`config.mk`:
```
export PLATFORM = sky130hd
export DESIGN_NAME = length_prefixed_deframer_core
export DESIGN_NICKNAME = d
export VERILOG_FILES = /design/src/sv/ldf_pkg.sv /design/src/sv/length_prefixed_deframer_core.sv
export SDC_FILE = /design/constraint.sdc
export NUM_CORES = 1
export LEC_CHECK = 0
export BUFFER_PORTS_ARGS = -buffer_cell sky130_fd_sc_hd__buf_2
export CAP_MARGIN = 20
export CELL_PAD_IN_SITES_DETAIL_PLACEMENT = 0
export CELL_PAD_IN_SITES_GLOBAL_PLACEMENT = 1
export CORE_MARGIN = 2
export CORE_UTILIZATION = 40
export DETAILED_ROUTE_END_ITERATION = 6
export PLACE_DENSITY_LB_ADDON = 0.1
export SYNTH_ARGS = -nofsm -noshare
export SYNTH_HDL_FRONTEND = slang
export SYNTH_SLANG_ARGS = --single-unit
export TNS_END_PERCENT = 50
```
`constraint.sdc`:
```
create_clock -name clk -period 11.4 [get_ports clk]
set_clock_uncertainty 0.05 [all_clocks]
set_input_delay 2.28 -clock clk [delete_from_list [all_inputs] [get_ports clk]]
set_output_delay 2.28 -clock clk [all_outputs]
set_load 0.02 [all_outputs]
```
`src/sv/ldf_pkg.sv`:
```
// Shared constants and result kind codes for the length-prefixed deframer.
package ldf_pkg;

    localparam int unsigned BYTE_W   = 8;
    localparam int unsigned WORD_W   = 32;
    localparam int unsigned LIMIT_W  = 16;
    localparam int unsigned KIND_W   = 3;
    localparam int unsigned COUNT_W  = 4;
    localparam int unsigned SHIFT_W  = 64;

    localparam logic [COUNT_W-1:0] VALIDATION_HEADER_BYTES = 4'd8;
    localparam logic [COUNT_W-1:0] FRAME_HEADER_BYTES      = 4'd4;

    localparam logic [LIMIT_W-1:0] MAX_FIRST_LENGTH_RESET  = 16'd2048;

    typedef enum logic [KIND_W-1:0] {
        KIND_VALIDATION_BYTE  = 3'd0,
        KIND_FRAME_BYTE       = 3'd1,
        KIND_EMPTY_VALIDATION = 3'd2,
        KIND_EMPTY_FRAME      = 3'd3,
        KIND_LENGTH_ERROR     = 3'd4
    } kind_t;

endpackage

```
`src/sv/length_prefixed_deframer_core.sv`:
```
// Length-prefixed byte-stream deframer: header parsing, payload tagging, result register.
//
// Usage:
//   Input channel (in_valid, in_stall, data_byte) carries one stream byte per item.
//   Output channel (out_valid, out_stall, kind, payload_byte, last_in_message,
//   message_type, message_length) carries one tagged payload byte or marker per item.
//   The first message has an 8-byte big-endian header (type, length); later messages
//   have a 4-byte big-endian length. Header bytes give no result. A zero-length message
//   gives one empty marker; a first length above max_first_length gives one
//   length-error result and all later bytes are dropped until reset.
//   Configuration: max_first_length is written on cfg_valid (cfg_ready is always high);
//   the user must write it only while the block is idle; the block does not enforce this.
// Timing:
//   An accepted byte lands in the input register and is parsed into the output register
//   as soon as that register is empty or not stalled. Throughput is one item per cycle
//   unless out_stall holds a result; parsing is one pass of short logic per byte.
// Reset: all control state clears, max_first_length returns to 2048, no result valid.
// Stall: a held result blocks the parser; the input register then fills and in_stall
//   rises in the same cycle, so no byte is lost and the held result stays unchanged.
module length_prefixed_deframer_core (
    input  logic                                 clk,
    input  logic                                 rst_n,
    input  logic                                 in_valid,
    output logic                                 in_stall,
    input  logic [ldf_pkg::BYTE_W-1:0]           data_byte,
    output logic                                 out_valid,
    input  logic                                 out_stall,
    output logic [ldf_pkg::KIND_W-1:0]           kind,
    output logic [ldf_pkg::BYTE_W-1:0]           payload_byte,
    output logic                                 last_in_message,
    output logic [ldf_pkg::WORD_W-1:0]           message_type,
    output logic [ldf_pkg::WORD_W-1:0]           message_length,
    input  logic                                 cfg_valid,
    output logic                                 cfg_ready,
    input  logic [ldf_pkg::LIMIT_W-1:0]          max_first_length
);

    // input register
    logic                                s1_valid_reg, s1_valid_next;
    logic [ldf_pkg::BYTE_W-1:0]          s1_byte_reg;

    // parser state
    logic [ldf_pkg::SHIFT_W-1:0]         header_shift_reg, header_shift_next;
    logic [ldf_pkg::COUNT_W-1:0]         header_count_reg, header_count_next;
    logic                                in_payload_reg, in_payload_next;
    logic                                validated_reg, validated_next;
    logic [ldf_pkg::WORD_W-1:0]          bytes_left_reg, bytes_left_next;
    logic [ldf_pkg::WORD_W-1:0]          held_type_reg, held_type_next;
    logic [ldf_pkg::WORD_W-1:0]          held_length_reg, held_length_next;
    logic                                error_flag_reg, error_flag_next;
    logic [ldf_pkg::LIMIT_W-1:0]         limit_reg;

    // result register
    logic                                out_valid_reg, out_valid_next;
    ldf_pkg::kind_t                      kind_reg, kind_next;
    logic [ldf_pkg::BYTE_W-1:0]          byte_reg, byte_next;
    logic                                last_reg, last_next;
    logic [ldf_pkg::WORD_W-1:0]          type_reg;
    logic [ldf_pkg::WORD_W-1:0]          len_reg;

    logic                                advance;
    logic                                fire;
    logic                                emit;
    logic [ldf_pkg::SHIFT_W-1:0]         shift_in;
    logic [ldf_pkg::COUNT_W-1:0]         count_inc;
    logic [ldf_pkg::COUNT_W-1:0]         need;
    logic [ldf_pkg::WORD_W-1:0]          hdr_len;
    logic [ldf_pkg::WORD_W-1:0]          left_dec;

    assign advance   = !out_valid_reg || !out_stall;
    assign fire      = s1_valid_reg && advance;
    assign in_stall  = s1_valid_reg && !advance;
    assign cfg_ready = 1'b1;

    assign s1_valid_next = (in_valid && !in_stall) ? 1'b1 : (fire ? 1'b0 : s1_valid_reg);

    assign shift_in  = {header_shift_reg[ldf_pkg::SHIFT_W-ldf_pkg::BYTE_W-1:0], s1_byte_reg};
    assign count_inc = header_count_reg + 4'd1;
    assign need      = validated_reg ? ldf_pkg::FRAME_HEADER_BYTES
                                     : ldf_pkg::VALIDATION_HEADER_BYTES;
    assign hdr_len   = shift_in[ldf_pkg::WORD_W-1:0];
    assign left_dec  = bytes_left_reg - 32'd1;

    always_comb
    begin
        header_shift_next = header_shift_reg;
        header_count_next = header_count_reg;
        in_payload_next   = in_payload_reg;
        validated_next    = validated_reg;
        bytes_left_next   = bytes_left_reg;
        held_type_next    = held_type_reg;
        held_length_next  = held_length_reg;
        error_flag_next   = error_flag_reg;
        emit              = 1'b0;
        kind_next         = ldf_pkg::KIND_FRAME_BYTE;
        byte_next         = '0;
        last_next         = 1'b1;
        if (fire && !error_flag_reg)
        begin
            if (!in_payload_reg)
            begin
                header_shift_next = shift_in;
                if (count_inc < need)
                begin
                    header_count_next = count_inc;
                end
                else
                begin
                    header_count_next = '0;
                    held_length_next  = hdr_len;
                    if (!validated_reg)
                    begin
                        held_type_next = shift_in[ldf_pkg::SHIFT_W-1:ldf_pkg::WORD_W];
                        if (hdr_len > {16'd0, limit_reg})
                        begin
                            error_flag_next = 1'b1;
                            emit            = 1'b1;
                            kind_next       = ldf_pkg::KIND_LENGTH_ERROR;
                        end
                        else if (hdr_len == '0)
                        begin
                            validated_next = 1'b1;
                            emit           = 1'b1;
                            kind_next      = ldf_pkg::KIND_EMPTY_VALIDATION;
                        end
                        else
                        begin
                            in_payload_next = 1'b1;
                            bytes_left_next = hdr_len;
                        end
                    end
                    else
                    begin
                        held_type_next = '0;
                        if (hdr_len == '0)
                        begin
                            emit      = 1'b1;
                            kind_next = ldf_pkg::KIND_EMPTY_FRAME;
                        end
                        else
                        begin
                            in_payload_next = 1'b1;
                            bytes_left_next = hdr_len;
                        end
                    end
                end
            end
            else
            begin
                emit            = 1'b1;
                kind_next       = validated_reg ? ldf_pkg::KIND_FRAME_BYTE
                                                : ldf_pkg::KIND_VALIDATION_BYTE;
                byte_next       = s1_byte_reg;
                bytes_left_next = left_dec;
                last_next       = (left_dec == '0);
                if (left_dec == '0)
                begin
                    in_payload_next = 1'b0;
                    validated_next  = 1'b1;
                end
            end
        end
    end

    assign out_valid_next = advance ? emit : out_valid_reg;

    always_ff @(posedge clk or negedge rst_n)
    begin
        if (!rst_n)
        begin
            s1_valid_reg     <= 1'b0;
            header_shift_reg <= '0;
            header_count_reg <= '0;
            in_payload_reg   <= 1'b0;
            validated_reg    <= 1'b0;
            bytes_left_reg   <= '0;
            held_type_reg    <= '0;
            held_length_reg  <= '0;
            error_flag_reg   <= 1'b0;
            limit_reg        <= ldf_pkg::MAX_FIRST_LENGTH_RESET;
            out_valid_reg    <= 1'b0;
        end
        else
        begin
            s1_valid_reg     <= s1_valid_next;
            header_shift_reg <= header_shift_next;
            header_count_reg <= header_count_next;
            in_payload_reg   <= in_payload_next;
            validated_reg    <= validated_next;
            bytes_left_reg   <= bytes_left_next;
            held_type_reg    <= held_type_next;
            held_length_reg  <= held_length_next;
            error_flag_reg   <= error_flag_next;
            out_valid_reg    <= out_valid_next;
            if (cfg_valid && cfg_ready)
            begin
                limit_reg <= max_first_length;
            end
        end
    end

    always_ff @(posedge clk)
    begin
        if (in_valid && !in_stall)
        begin
            s1_byte_reg <= data_byte;
        end
        if (emit && advance)
        begin
            kind_reg <= kind_next;
            byte_reg <= byte_next;
            last_reg <= last_next;
            type_reg <= held_type_next;
            len_reg  <= held_length_next;
        end
    end

    assign out_valid       = out_valid_reg;
    assign kind            = kind_reg;
    assign payload_byte    = byte_reg;
    assign last_in_message = last_reg;
    assign message_type    = type_reg;
    assign message_length  = len_reg;

`ifndef SYNTHESIS
    a_error_sticky: assert property (@(posedge clk) disable iff (!rst_n)
        error_flag_reg |=> error_flag_reg)
        else $error("length error flag cleared before reset");

    a_payload_count: assert property (@(posedge clk) disable iff (!rst_n)
        in_payload_reg |-> (bytes_left_reg != '0) && (header_count_reg == '0))
        else $error("payload phase with no bytes left or partial header");

    a_marker_last: assert property (@(posedge clk) disable iff (!rst_n)
        out_valid_reg && (kind_reg == ldf_pkg::KIND_EMPTY_VALIDATION
            || kind_reg == ldf_pkg::KIND_EMPTY_FRAME
            || kind_reg == ldf_pkg::KIND_LENGTH_ERROR) |-> last_reg && (byte_reg == '0))
        else $error("marker result not last or carries a byte");

    a_frame_type_zero: assert property (@(posedge clk) disable iff (!rst_n)
        out_valid_reg && (kind_reg == ldf_pkg::KIND_FRAME_BYTE
            || kind_reg == ldf_pkg::KIND_EMPTY_FRAME) |-> (type_reg == '0))
        else $error("frame result carries a type word");

    a_no_result_after_error: assert property (@(posedge clk) disable iff (!rst_n)
        $past(error_flag_reg) && error_flag_reg && !$past(out_valid_reg) |-> !out_valid_reg)
        else $error("result produced after length error");
`endif

endmodule

```
==> reports/qor.yml <==
status:
  outcome: "completed"
sta:
  setup_tns_ps: 0
  rsz0062_at_grt: "no"
  finalCriticalPeriod_ps: 5140
  drv_slew: 0
  hold_violations: 0
  tightest_slew_ps: 935
  slew_headroom: 0.377
  fin_crit_sh: 0.451
  fmax_mhz: 195
  setup_viol: 0
worst_setup_path:
  ff2ff_path_depth: 9
  path_cells: "buf_2, nand3_1, inv_1, buf_2"
  worst_r2r_endpoint: "payload_byte[2]$_SDFFCE_PN0P_"
  required_ps: 9070
  path_class: "in2out"
  critical_path_arrival_ps: 2810
  worstSetupStartpointType: "input port"
  crit_top_cell: "buf_2"
  crit_slowest_cell: "nand3_1"
  critPathCaptureType: "primary output"
  crit_fanout: 3
  crit_path_max_incr_delay_ps: 180
  rr_startpoint: "s1_byte_reg[7]$_DFFE_PP_"
  r2r_setup_slack_ps: 7690
pwr:
  vdd_drop_max_v: 0.000121
  power_leakage_nw: 5.61
  p_seq_frac: 0.483
  power_frac_clock: 0.352
  p_comb_frac: 0.165
  intPower_mw: 1.86
  power.density_nw_per_um2: 205
  p_switching_uw: 808
  power.share.switching: 0.303
drt:
  ant_nets: 0
  vias: 7718
  wl_per_cell_um: 18.5
  avgViaCountPerCell: 5.21
  drc_errors: 0
  routed_wl_um: 27300
  drtIter0Drc: 476
  drt-pass1-iter-count: 7
layout:
  antennaDiodeCount: 0
  drive_above_1_share: 0.217
  area_growth_pct: 16.9
  nNetsFinal: 1129
  largest_reg_flops: 56
  fin_area_um2: 13000
place:
  place_area_um2: 12000
  io_buffer_count: 106
  gp_congestion: 0.830
  dp_hpwl_um: 17700
floorplanning:
  dieHeight_um: 171
  io_pins: 108
  start_util: 0.403
  core-area_um2: 27600
  die-width_um: 171
  rows: 61
  die_area_um2: 29100
global_routing:
  grt_pass1_wl_um: 43900
  grt_pass1_vias: 7491
  overflow: 0
  antenna_found_initial: 0
  grt_max_degree: 99
  grt_usage: 0.194
clocking:
  clk_pin_slew_worst_paths_ps: 60
  postCtsSetupBuffers: 0
  insertion_delay_ps: 560
  clk_path_buf_depth: 3
  cts-buffers-inserted: 28
  cts_root_buf: "clkbuf_16"
  cts_resized: 0
  ctsHoldBuffers: 0
  htree_levels: 1
  tritoncts: "done"
  cts_sinks: 261
synthesis:
  yosys_register_bits: 261
  synthesis.area_um2: 11100
  synth_edf_count: 84
  avgSynthCellArea_um2: 11.3
  synth_cell_types: 59
  seq_area_frac_synth: 0.626
  async_flop_share: 0.678
  yosys_warnings: 0
  synth-main-ff-cell: "dfrtp_1"
  syn_nets: 1035
  syn_inst: 986
hold_path:
  min_from: "held_length_reg[4]$_DFF_PN0_"
  min_to: "held_length_reg[4]$_DFF_PN0_"
  hp-class: "reg2reg"
  worstHoldPathCells: 2
flow_run:
  drv_cap: 0
synth_stat cells, drive strengths merged, types with 3 or more instances:
master   number  area, um^2
a2111oi       3        26.3
a211o         3        26.3
a21o          6        45.0
a21oi        19        95.1
a221o         4        40.0
a31oi         8        50.1
and2          9        56.3
buf           8        55.1
clkbuf       47         176
dfrtp       176        4400
edfxtp       84        2520
ha           20         250
inv          27         101
mux2         58         653
mux2i         5        50.1
nand2       212         796
nand3        57         285
nand3b        3        22.5
nand4        15        93.8
nand4b        8        70.1
nor2         21        78.8
nor2b         8        50.1
nor3         24         120
nor4         23         144
nor4b         3        26.3
o211ai        7        52.6
o21ai        70         350
o31ai         5        37.5
or2           3        21.3
or3           9        58.8
or4           9        78.8
xnor2         4        35.0
cells in the final DEF, fill, tap and decap left out, drive strengths merged, types with 9 or more instances in the layout:
cell / count
a21oi: 19
and2: 9
buf: 119
clkbuf: 36
clkinv: 14
dfrtp: 176
edfxtp: 84
ha: 20
inv: 27
mux2: 58
nand2: 212
nand3: 57
nand4: 15
nor2: 21
nor3: 24
nor4: 23
o21ai: 70
or3: 9
or4: 9
per-stage QoR:
stage / power [mW] / worst slack (ps) / hold WS, ps / util / instances
5_1_grt: 2.81 / 6220 / 439 / 0.472 / 1480
3_5_place_dp: 1.75 / 6270 / 405 / 0.436 / 1427
3_3_place_gp: 1.75 / 6260 / 403 / 0.436 / 1427
6_report: 2.67 / 6260 / 419 / 0.472 / 1480
2_1_floorplan: 1.55 / 6500 / 387 / - / 986
4_1_cts: 2.70 / 6260 / 423 / 0.471 / 1479
worst max-delay path, delay by kind of cell:
kind | cells | cell delay (ps)
buf+inv | 3 | 340
simple gates | 1 | 180
per-layer routing:
| layer | GRT usage | share of wire | vias up |
|---|---|---|---|
| li1 | - | - | 3717 |
| met5 | 0 | 0 | - |
| met3 | 0.0312 | 0.046 | 39 |
| met4 | 0.0401 | 0.015 | 0 |
| met2 | 0.319 | 0.47 | 185 |
| met1 | 0.271 | 0.47 | 3777 |
final cells by class:
class	count	area (um^2)
tap	378	473
clock buffer	36	782
clock inverter	16	183
multi-input combinational	641	3840
sequential	261	6950
inverter	29	109
fill	2558	14600
timing repair buffer	119	654
cell families (layout without fill, tap and decap cells):
family / count (synthesis) / in the layout / share of synthesized area
AND/OR/NAND/NOR: 414 / 414 / 0.178
multiplexers: 63 / 63 / 0.0633
XOR/XNOR: 5 / 5 / 0.00394
AO/OA/AOI/OAI: 138 / 138 / 0.0756
buffers and inverters: 84 / 200 / 0.0306
other: 1 / 1 / 0.000337
flip-flops: 261 / 261 / 0.626
adder cells (fa/ha/maj): 20 / 20 / 0.0225
worst max-delay path by stage:
stage                         start                     to  slack [ps]  depth (start not counted)
after floorplan           out_stall  kind[0]$_SDFFCE_PN1P_        6500                          4
after global placement    out_stall               in_stall        6260                          4
after detailed placement  out_stall               in_stall        6270                          4
after CTS                 out_stall               in_stall        6260                          4
after global routing      out_stall               in_stall        6220                          4
final                     out_stall               in_stall        6260                          4
power by group through the flow:
stage	clock (mW)	combinational [mW]	sequential (mW)
2_1_floorplan	0	0.261	1.29
3_3_place_gp	0	0.436	1.31
3_5_place_dp	0	0.442	1.31
4_1_cts	0.965	0.444	1.29
5_1_grt	1.00	0.494	1.31
6_report	0.938	0.439	1.29
Power figures use the tool's default switching activity.
